$ cat src/rtl/core/jsu_pkg.sv
// Package for the JSON string unescaper: parser phases, result kinds,
// character codes, the decode step record and the hex digit helper.
// No dependencies.
`timescale 1ns / 1ps

package jsu_pkg;

    typedef enum logic [1:0] {
        PH_IDLE = 2'd0,
        PH_STR  = 2'd1,
        PH_ESC  = 2'd2,
        PH_HEX  = 2'd3
    } phase_t;

    localparam logic [1:0] KIND_BYTE  = 2'd0;
    localparam logic [1:0] KIND_CLOSE = 2'd1;
    localparam logic [1:0] KIND_ERROR = 2'd2;

    localparam logic [7:0] CH_QUOTE  = 8'h22;
    localparam logic [7:0] CH_BSLASH = 8'h5C;
    localparam logic [7:0] CH_SLASH  = 8'h2F;
    localparam logic [7:0] CH_B      = 8'h62;
    localparam logic [7:0] CH_F      = 8'h66;
    localparam logic [7:0] CH_N      = 8'h6E;
    localparam logic [7:0] CH_R      = 8'h72;
    localparam logic [7:0] CH_T      = 8'h74;
    localparam logic [7:0] CH_U      = 8'h75;

    localparam logic [7:0] CTL_BS  = 8'h08;
    localparam logic [7:0] CTL_FF  = 8'h0C;
    localparam logic [7:0] CTL_LF  = 8'h0A;
    localparam logic [7:0] CTL_CR  = 8'h0D;
    localparam logic [7:0] CTL_TAB = 8'h09;

    localparam logic [7:0] UTF_LEAD2 = 8'hC0;
    localparam logic [7:0] UTF_LEAD3 = 8'hE0;
    localparam logic [7:0] UTF_CONT  = 8'h80;

    localparam logic [1:0] HEX_LAST = 2'd3;

    // Results caused by one input byte: up to three, all of one kind.
    typedef struct packed {
        logic [1:0]      count;
        logic [1:0]      kind;
        logic [2:0][7:0] bytes;
    } grp_t;

    // Full outcome of one decode step: the results and the new state.
    typedef struct packed {
        grp_t        grp;
        phase_t      phase;
        logic [1:0]  hex_cnt;
        logic [15:0] code_acc;
    } step_t;

    // Bit 4 flags a valid digit, bits 3:0 hold its value.
    function automatic logic [4:0] hex_value(input logic [7:0] c);
        logic [4:0] r;
        r = 5'd0;
        if (c inside {[8'h30:8'h39]}) begin
            r = {1'b1, 4'(c - 8'h30)};
        end else if (c inside {[8'h61:8'h66]}) begin
            r = {1'b1, 4'(c - 8'h57)};
        end else if (c inside {[8'h41:8'h46]}) begin
            r = {1'b1, 4'(c - 8'h37)};
        end
        return r;
    endfunction

endpackage

$ cat src/rtl/core/jsu_decode.sv
// Combinational decode step of the JSON string unescaper: from the current
// parser state and one input byte it forms the results and the next state.
// Depends on jsu_pkg.
`timescale 1ns / 1ps

module jsu_decode (
    input  logic            [7:0]  in_byte,
    input  logic                   text_end,
    input  jsu_pkg::phase_t        phase,
    input  logic            [1:0]  hex_cnt,
    input  logic            [15:0] code_acc,
    output jsu_pkg::step_t         step
);
    import jsu_pkg::*;

    logic [4:0]  hv;
    logic [15:0] acc_new;

    assign hv      = hex_value(in_byte);
    assign acc_new = {code_acc[11:0], hv[3:0]};

    always_comb begin
        step            = '0;
        step.phase      = phase;
        step.hex_cnt    = hex_cnt;
        step.code_acc   = code_acc;
        step.grp.kind   = KIND_BYTE;

        if (text_end) begin
            step = '0;
            step.phase     = PH_IDLE;
            step.grp.count = 2'd1;
            step.grp.kind  = KIND_ERROR;
        end else begin
            case (phase)
                PH_IDLE: begin
                    if (in_byte == CH_QUOTE) begin
                        step.phase = PH_STR;
                    end else begin
                        step.grp.count = 2'd1;
                        step.grp.kind  = KIND_ERROR;
                    end
                end
                PH_STR: begin
                    if (in_byte == CH_QUOTE) begin
                        step.phase     = PH_IDLE;
                        step.grp.count = 2'd1;
                        step.grp.kind  = KIND_CLOSE;
                    end else if (in_byte == CH_BSLASH) begin
                        step.phase = PH_ESC;
                    end else begin
                        step.grp.count    = 2'd1;
                        step.grp.bytes[0] = in_byte;
                    end
                end
                PH_ESC: begin
                    step.phase     = PH_STR;
                    step.grp.count = 2'd1;
                    case (in_byte)
                        CH_QUOTE, CH_BSLASH, CH_SLASH: step.grp.bytes[0] = in_byte;
                        CH_B: step.grp.bytes[0] = CTL_BS;
                        CH_F: step.grp.bytes[0] = CTL_FF;
                        CH_N: step.grp.bytes[0] = CTL_LF;
                        CH_R: step.grp.bytes[0] = CTL_CR;
                        CH_T: step.grp.bytes[0] = CTL_TAB;
                        CH_U: begin
                            step.phase     = PH_HEX;
                            step.hex_cnt   = 2'd0;
                            step.code_acc  = 16'd0;
                            step.grp.count = 2'd0;
                        end
                        default: begin
                            step.phase     = PH_IDLE;
                            step.grp.kind  = KIND_ERROR;
                        end
                    endcase
                end
                default: begin
                    if (!hv[4]) begin
                        step.phase     = PH_IDLE;
                        step.hex_cnt   = 2'd0;
                        step.code_acc  = 16'd0;
                        step.grp.count = 2'd1;
                        step.grp.kind  = KIND_ERROR;
                    end else if (hex_cnt != HEX_LAST) begin
                        step.code_acc = acc_new;
                        step.hex_cnt  = hex_cnt + 2'd1;
                    end else begin
                        step.phase    = PH_STR;
                        step.hex_cnt  = 2'd0;
                        step.code_acc = 16'd0;
                        if (acc_new[15:7] == 9'd0) begin
                            step.grp.count    = 2'd1;
                            step.grp.bytes[0] = acc_new[7:0];
                        end else if (acc_new[15:11] == 5'd0) begin
                            step.grp.count    = 2'd2;
                            step.grp.bytes[0] = UTF_LEAD2 | {3'd0, acc_new[10:6]};
                            step.grp.bytes[1] = UTF_CONT | {2'd0, acc_new[5:0]};
                        end else begin
                            step.grp.count    = 2'd3;
                            step.grp.bytes[0] = UTF_LEAD3 | {4'd0, acc_new[15:12]};
                            step.grp.bytes[1] = UTF_CONT | {2'd0, acc_new[11:6]};
                            step.grp.bytes[2] = UTF_CONT | {2'd0, acc_new[5:0]};
                        end
                    end
                end
            endcase
        end
    end

endmodule

$ cat src/rtl/core/jsu_burst.sv
// Result register and serializer: holds the results of one decoded byte
// and presents them one transfer at a time on the result channel.
// Depends on jsu_pkg.
`timescale 1ns / 1ps

module jsu_burst (
    input  logic                aclk,
    input  logic                aresetn,
    input  logic                load,
    input  jsu_pkg::grp_t       grp,
    output logic                load_ok,
    output logic                m_valid,
    input  logic                m_ready,
    output logic          [7:0] m_out_byte,
    output logic          [1:0] m_kind,
    output logic                m_last
);
    import jsu_pkg::*;

    logic [2:0][7:0] bytes_reg;
    logic [1:0]      kind_reg;
    logic [1:0]      left_reg, left_next;
    logic [1:0]      idx_reg, idx_next;
    logic            take;

    assign m_valid    = (left_reg != 2'd0);
    assign take       = m_valid && m_ready;
    assign load_ok    = (left_reg == 2'd0) || (left_reg == 2'd1 && m_ready);
    assign m_kind     = kind_reg;
    assign m_last     = (left_reg == 2'd1);
    assign m_out_byte = bytes_reg[idx_reg];

    always_comb begin
        left_next = left_reg;
        idx_next  = idx_reg;
        if (load) begin
            left_next = grp.count;
            idx_next  = 2'd0;
        end else if (take) begin
            left_next = left_reg - 2'd1;
            idx_next  = idx_reg + 2'd1;
        end
    end

    always_ff @(posedge aclk) begin
        if (!aresetn) begin
            left_reg <= 2'd0;
            idx_reg  <= 2'd0;
        end else begin
            left_reg <= left_next;
            idx_reg  <= idx_next;
        end
    end

    always_ff @(posedge aclk) begin
        if (load) begin
            bytes_reg <= grp.bytes;
            kind_reg  <= grp.kind;
        end
    end

endmodule

$ cat src/rtl/core/json_string_unescape_utf8.sv
// Top level of the streaming JSON string unescaper.
// Depends on jsu_pkg, jsu_decode and jsu_burst.
`timescale 1ns / 1ps

// The block takes the raw text of one JSON string literal one byte per
// transfer, starting at its opening quote, and returns the decoded bytes.
// Plain bytes pass through, the short escapes become their single bytes and
// a \uXXXX escape becomes one to three UTF-8 bytes (surrogates are encoded
// directly, unpaired). A closing quote gives one result of kind close, and a
// missing opening quote, a bad escape, a bad hex digit or end of text gives
// one result of kind error; both return the parser to idle. m_last marks the
// final result caused by one input transfer. An input byte is decoded in the
// cycle it is accepted and its results are available on the next cycle. The
// block takes one input byte per cycle as long as each byte causes at most
// one result and the result channel keeps up; a byte that causes more than
// one result holds the result register until the last of them has left, so
// after a two- or three-byte UTF-8 burst the next input waits until it is out.
// The input is taken in the same cycle the last result of a burst leaves.
module json_string_unescape_utf8 (
    input  logic       aclk,
    input  logic       aresetn,
    input  logic       s_valid,
    output logic       s_ready,
    input  logic [7:0] s_in_byte,
    input  logic       s_text_end,
    output logic       m_valid,
    input  logic       m_ready,
    output logic [7:0] m_out_byte,
    output logic [1:0] m_kind,
    output logic       m_last
);
    import jsu_pkg::*;

    phase_t      phase_reg;
    logic [1:0]  hex_cnt_reg;
    logic [15:0] code_acc_reg;
    step_t       step;
    logic        load_ok;
    logic        accept;

    // The result register can take a new group when it is empty or when its
    // final result leaves in this same cycle.
    assign s_ready = load_ok;
    assign accept  = s_valid && s_ready;

    jsu_decode u_decode (
        .in_byte  (s_in_byte),
        .text_end (s_text_end),
        .phase    (phase_reg),
        .hex_cnt  (hex_cnt_reg),
        .code_acc (code_acc_reg),
        .step     (step)
    );

    jsu_burst u_burst (
        .aclk       (aclk),
        .aresetn    (aresetn),
        .load       (accept),
        .grp        (step.grp),
        .load_ok    (load_ok),
        .m_valid    (m_valid),
        .m_ready    (m_ready),
        .m_out_byte (m_out_byte),
        .m_kind     (m_kind),
        .m_last     (m_last)
    );

    // Parser state advances only on an accepted input transfer.
    always_ff @(posedge aclk) begin
        if (!aresetn) begin
            phase_reg    <= PH_IDLE;
            hex_cnt_reg  <= 2'd0;
            code_acc_reg <= 16'd0;
        end else if (accept) begin
            phase_reg    <= step.phase;
            hex_cnt_reg  <= step.hex_cnt;
            code_acc_reg <= step.code_acc;
        end
    end

    // The hex digit count and the code accumulator only live inside a \u escape.
    a_hex_state_clear: assert property (@(posedge aclk) disable iff (!aresetn)
        (phase_reg != PH_HEX) |-> (hex_cnt_reg == 2'd0 && code_acc_reg == 16'd0))
        else $error("hex state not cleared outside a unicode escape");

    // Close and error results stand alone and carry a zero byte.
    a_marker_single: assert property (@(posedge aclk) disable iff (!aresetn)
        (m_valid && m_kind != KIND_BYTE) |-> (m_last && m_out_byte == 8'd0))
        else $error("close or error result is not a single zero result");

    // End of text always yields an error result on the next cycle.
    a_end_error: assert property (@(posedge aclk) disable iff (!aresetn)
        (accept && s_text_end) |=> (m_valid && m_kind == KIND_ERROR))
        else $error("end of text did not produce an error result");

    // A UTF-8 burst continues until its last byte has gone, and the input is
    // held off while more than its last byte is still waiting.
    a_burst_continues: assert property (@(posedge aclk) disable iff (!aresetn)
        (m_valid && m_ready && !m_last) |=> (m_valid && (m_last || !s_ready)))
        else $error("result burst broken before its last byte");

endmodule

$ cat config.mk
export PLATFORM = sky130hd
export DESIGN_NAME = json_string_unescape_utf8
export DESIGN_NICKNAME = d
export VERILOG_FILES = /design/src/rtl/core/jsu_pkg.sv /design/src/rtl/core/jsu_decode.sv /design/src/rtl/core/jsu_burst.sv /design/src/rtl/core/json_string_unescape_utf8.sv
export SDC_FILE = /design/constraint.sdc
export NUM_CORES = 1
export LEC_CHECK = 0
export ABC_AREA = 0
export BUFFER_PORTS_ARGS = -buffer_cell sky130_fd_sc_hd__buf_2
export CAP_MARGIN = 20
export CORE_AREA = 4 4 83 65
export CTS_BUF_LIST = sky130_fd_sc_hd__clkbuf_8
export DETAILED_ROUTE_END_ITERATION = 10
export DIE_AREA = 0 0 87 69
export PLACE_DENSITY = 0.8
export SYNTH_ARGS = -nofsm -noshare
export SYNTH_HDL_FRONTEND = slang
export SYNTH_SLANG_ARGS = --single-unit
$ cat constraint.sdc
create_clock -name aclk -period 2.85 [get_ports aclk]
set_input_delay 0.57 -clock aclk [delete_from_list [all_inputs] [get_ports aclk]]
set_output_delay 0.57 -clock aclk [all_outputs]
set_load 0.005 [all_outputs]
==> results of run 1 <==
-- layer usage --
layer	share of wire	GRT usage	vias up
met5	0	0	-
li1	-	-	1168
met1	0.46	0.344	1101
met4	0.0092	0.0519	0
met3	0.084	0.0440	6
met2	0.44	0.346	124
-- power by group --
part | switching (mW) | total, mW | internal [mW]
logic | 0.270 | 0.452 | 0.182
clock network | 0.219 | 0.387 | 0.168
registers | 0.0531 | 0.840 | 0.787
total | 0.542 | 1.68 | 1.14
-- cells in the mapped netlist (all sizes together), types with 2 or more instances --
master  number  area (µm²)
o21ai       15        75.1
nor2        40         158
a22oi       11        82.6
or2          2        12.5
xor2         2        17.5
a21oi       18         101
o32ai        2        17.5
nor4b        2        17.5
nand3        7        35.0
nor3b        2        15.0
inv         11        41.3
mux2i        9        90.1
buf          6        42.5
or4          2        15.0
o31ai        2        15.0
a221o        2        20.0
and2         2        12.5
dfxtp       20         400
nor3         6        41.3
ha          11         138
a32oi        4        35.0
edfxtp      24         721
or3b         2        17.5
nor4         6        52.6
a311oi       2        17.5
nand4        2        12.5
nor2b        6        37.5
nand3b       3        22.5
clkbuf       8        30.0
xnor2        3        26.3
o211ai       2        15.0
nand2       33         124
nand2b       5        31.3
a211oi       8        72.6
-- worst register-to-register path, cell delays in order (launching register included) --
cell and delay [ns]:
dfxtp_1 0.34, inv_1 0.10, ha_1 0.38, o21ai_0 0.15, buf_4 0.17, a21oi_1 0.17
nand2b_1 0.47, a22oi_1 0.17, nor2_1 0.14
-- metrics by stage --
stage / total power [mW] / util / cell area, µm² / setup slack (ns) / cells
2_1_floorplan: 1.13 / - / 2730 / 0.468 / 299
3_3_place_gp: 1.29 / 0.654 / 2940 / 0.108 / 379
3_5_place_dp: 1.31 / 0.654 / 2940 / 0.0588 / 379
4_1_cts: 1.69 / 0.673 / 3020 / 0.377 / 387
5_1_grt: 1.77 / 0.673 / 3020 / 0.0667 / 387
6_report: 1.68 / 0.673 / 3020 / 0.353 / 387
-- logic make-up (layout without fill, tap and decap cells) --
group                    after synthesis  count (layout)  share of synthesized area
flip-flops                            44              44                      0.411
buffers and inverters                 26              57                     0.0432
AND/OR/NAND/NOR                      125             125                      0.237
AO/OA/AOI/OAI                         79              79                      0.208
adder cells (fa/ha/maj)               11              11                     0.0505
XOR/XNOR                               5               5                     0.0161
multiplexers                           9               9                     0.0331
-- final cells by class --
| class | count | area [µm²] |
|---|---|---|
| Clock buffer | 5 | 68.8 |
| Sequential cell | 44 | 1120 |
| Tap cell | 57 | 71.3 |
| Inverter | 12 | 45.0 |
| Timing Repair Buffer | 37 | 215 |
| Clock inverter | 3 | 16.3 |
| Multi-Input combinational cell | 229 | 1490 |
| Fill cell | 380 | 1470 |
-- worst paths after layout --
kind	to	slack, ns
max	u_burst.bytes_reg[4]	0.35
min	hex_cnt_reg[1]	0.48
max reg2reg	code_acc_reg[4]	0.67
min reg2reg	hex_cnt_reg[1]	0.48
==> results.ini, run 1 <==
[status]
status = completed

[timing]
max_freq_mhz = 400
fin_crit_ns = 2.50
slew_headroom = 0.626
drv_slew = 0
tns_ns = 0
worstMarginPinSlew_ns = 0.554
fin_skew_ns = 0.00484
post-route-period-util = 0.876
hold_violations = 0
setup_viol_count_final = 0
hold_ws_ns = 0.478
rsz0062_at_grt = no

[critical_path]
cp.required_ns = 2.96
crit_slowest_cell = a2111oi_2
crit_family = compound AO/OA/AOI/OAI gates
ff2ff_path_depth = 8
path_class = input pin to register
crit_path_cell_trace = buf_2, inv_1, ha_1, o21bai_1, a2111oi_2, a21oi_4, nor2_4, nand3_1, o31ai_1
path_depth = 9
critPathMaxFanout = 6
worst_setup_path_start_kind = input pin
slowest_delay_ns = 0.57
arrival_ns = 2.60
critPathBufInv = 2
startpoint = s_in_byte[0]
end_kind = register
r2r_start = phase_reg[0]

[clocking]
cts_buffers = 5
htreeDepth = 2
post_cts_resized = 0
clkLatencyLatePin_ns = 0.30
cts_num_sinks = 44
tritoncts = built
clk_path_buf_depth = 2
ctsHoldBuffers = 0
clk_pin_slew_worst_paths_ns = 0.08
cts_setup_buffers = 0
cts_root_buffer = clkbuf_8

[logic_synthesis]
ys_seq_elements = 44
synth_flop_cell = edfxtp_1
synth.distinct_cells = 60
synth_edf_count = 24
ys_seq_area_frac = 0.411
synth_nets = 323
yosysWarnings = 0
netlist_instances = 299
async_reset_ff_frac = 0
avgSynthCellArea_um2 = 9.11
synth_area_mm2 = 0.00273

[grt]
grt_pass1_vias = 2176
grt_first_pass_wirelength_um = 11000
antenna_found_initial = 0
grt_start_max_net_pins = 20
grt_overflow = 0
gr-usage-all-layers = 0.231

[place]
gp_congestion = 0.959
dp_hpwl_um = 5020
port_buffers = 25

[layout]
largest_reg_flops = 22
final_layout_size_suffix_gt1_frac = 0.164
nets = 353
num_antenna_cells = 0
final_cell_mix = nor2_1, nand2_1, buf_2, edfxtp_1, dfxtp_1
final_common_cell = nor2_1
syn_to_final_growth_pct = 11.0

[floorplan]
initial_core_util = 0.607
chipWidth_um = 87
core-area_mm2 = 0.00449
die-area_mm2 = 0.00600
num_io_pins = 26
die_h_um = 69
num_rows = 21

[routing]
antenna_left = 0
drt-total-wl_um = 6600
vias = 2399
viasPerCell = 6.20
wl_per_cell_um = 17.0
drc_errors = 0
drt-pass1-iter-count = 5
drtIter0Drc = 265

[job]
drv_cap = 0

[worst_hold_path]
hold_class = register to register
hold_depth = 2
min_from = hex_cnt_reg[1]

[power_and_ir_drop]
p_leak_nw = 1.10
ir_drop_v = 0.000441
power_density_mw_per_mm2 = 555

No activity file was read; power rests on OpenSTA's default activity.
==> run 2, diff against run 1 <==
CORE_AREA = 4 4 126 98   (was 4 4 83 65)
DIE_AREA = 0 0 130 102   (was 0 0 87 69)
PLACE_DENSITY = unset   (was 0.8)
==> run 2 against run 1 <==
Against the previous run: sequential power shrank 0.5%; maximum frequency grew 0.54%; sequential share of layout area shrank 1.6 points; power grew 6.6%; sequential cell count is the same; first-iteration DRC count shrank 13%; die area grew 120%; critical path type unchanged; largest power group unchanged.
==> results.ini, run 2 (synthesis results as in run 1) <==
[clocking]
cts_root_buffer = clkbuf_8
cts_buffers = 5
cts_setup_buffers = 0
ctsHoldBuffers = 0
clk_path_buf_depth = 2
cts_num_sinks = 44
clkLatencyLatePin_ns = 0.30
htreeDepth = 2
tritoncts = built
clk_pin_slew_worst_paths_ns = 0.09
post_cts_resized = 0

[critical_path]
reg2reg_slack_ns = 0.62
path_depth = 10
worst_setup_path_start_kind = input pin
path_class = input pin to register
crit_family = compound AO/OA/AOI/OAI gates
crit_slowest_cell = a2111oi_2
critPathMaxFanout = 8
r2r_end = code_acc_reg[2]
end_kind = register
cp.required_ns = 2.96
slowest_delay_ns = 0.36
crit_path_cell_trace = buf_2, inv_1, ha_1, o21bai_1, a2111oi_2, buf_4, a21oi_4, nor2_4, nand3_1, a211oi_1
worstSetupEndpoint = u_burst.bytes_reg[8]
arrival_ns = 2.60
ff2ff_path_depth = 7
startpoint = s_in_byte[1]
critPathBufInv = 3
r2r_start = phase_reg[0]

[routing]
drc_errors = 0
drt-total-wl_um = 6990
wl_per_cell_um = 14.7
viasPerCell = 5.04
vias = 2389
antenna_left = 0
drtIter0Drc = 230
drt-pass1-iter-count = 6

[layout]
final_common_cell = nor2_1
multiInputGateArea_mm2 = 0.00149
fillers = 1193
final_layout_size_suffix_gt1_frac = 0.167
largest_reg_flops = 22
seq_area_mm2 = 0.00112
final_cell_mix = nor2_1, nand2_1, buf_2, edfxtp_1, dfxtp_1
syn_to_final_growth_pct = 16.1
nets = 353
num_antenna_cells = 0

[power_and_ir_drop]
power.internal_mw = 1.23
ir_drop_v = 0.000229
power.share.switching = 0.311
power_density_mw_per_mm2 = 566
power.switching_mw = 0.557
p_leak_nw = 1.11
pwr-share-comb = 0.256
power_frac_clock = 0.277
seqPwrFrac = 0.467

[grt]
grt_pass1_vias = 2141
antenna_found_initial = 0
gr-usage-all-layers = 0.109
grt_start_max_net_pins = 26
grt_overflow = 0
grt_first_pass_wirelength_um = 11500

[timing]
slew_headroom = 0.600
hold_violations = 0
worst_slack_ns = 0.366
fin_crit_ns = 2.48
setup_viol_count_final = 0
rsz0062_at_grt = no
max_freq_mhz = 403
fin_skew_ns = 0.00704
drv_slew = 0
worstMarginPinSlew_ns = 0.597
tns_ns = 0
post-route-period-util = 0.872

[floorplan]
chipWidth_um = 130
die_h_um = 102
num_rows = 34
num_io_pins = 26
initial_core_util = 0.243
die-area_mm2 = 0.0133
core-area_mm2 = 0.0112

[place]
port_buffers = 25
pre_cts_slack_ns = 0.0491
dp_hpwl_um = 5400
gp_congestion = 0.887

[job]
drv_cap = 0

[status]
status = completed

[worst_hold_path]
hold_class = register to register

==> run 2: changes by cell type in the layout (fill, tap and decap cells not counted), sizes merged <==
cell,previous run,this run
clkinv,2,1
bufinv,0,1
==> run 2: how the worst min path moves through the flow <==
stage | endpoint | depth (start not counted) | slack [ns] | from
2_1_floorplan | hex_cnt_reg[1] | 2 | 0.44 | hex_cnt_reg[1]
3_3_place_gp | hex_cnt_reg[1] | 2 | 0.45 | hex_cnt_reg[1]
3_5_place_dp | hex_cnt_reg[1] | 2 | 0.45 | hex_cnt_reg[1]
4_1_cts | hex_cnt_reg[1] | 2 | 0.47 | hex_cnt_reg[1]
5_1_grt | hex_cnt_reg[1] | 2 | 0.51 | hex_cnt_reg[1]
6_report | hex_cnt_reg[1] | 2 | 0.46 | hex_cnt_reg[1]
==> run 2: worst min-delay path, cell delays in order, from the launching register on <==
cell and delay, ns:
dfxtp_1 0.32, nand2_1 0.05, a21oi_1 0.05
==> run 2: through the flow <==
stage | util | hold slack [ns] | power [mW] | std cells | instance area, µm²
2_1_floorplan | - | 0.436 | 1.13 | 299 | 2730
3_3_place_gp | 0.271 | 0.450 | 1.31 | 466 | 3050
3_5_place_dp | 0.271 | 0.453 | 1.31 | 466 | 3050
4_1_cts | 0.282 | 0.466 | 1.80 | 474 | 3160
5_1_grt | 0.282 | 0.512 | 1.91 | 474 | 3160
6_report | 0.282 | 0.465 | 1.79 | 474 | 3160
==> run 2: cell type report <==
type                    count  area share
flip-flops and latches     44       0.354
multi-input cells         229       0.470
clock buffers               5      0.0218
clock inverters             3      0.0146
well taps                 144      0.0570
repair buffers             37      0.0680
inverters                  12      0.0142
==> run 2: per-layer routing <==
metal / vias up / share of wire / track usage
li1: 1170 / - / -
met1: 1121 / 0.54 / 0.182
met2: 92 / 0.38 / 0.139
met3: 6 / 0.071 / 0.0214
met4: 0 / 0.0096 / 0.0256
met5: - / 0 / 0
==> run 2: power groups by stage <==
| stage | Sequential [mW] | Clock [mW] | Combinational [mW] |
|---|---|---|---|
| floorplan | 0.824 | 0 | 0.310 |
| global placement | 0.849 | 0 | 0.459 |
| detailed placement | 0.851 | 0 | 0.461 |
| CTS | 0.836 | 0.502 | 0.462 |
| global route | 0.849 | 0.539 | 0.518 |
| finish | 0.836 | 0.495 | 0.459 |
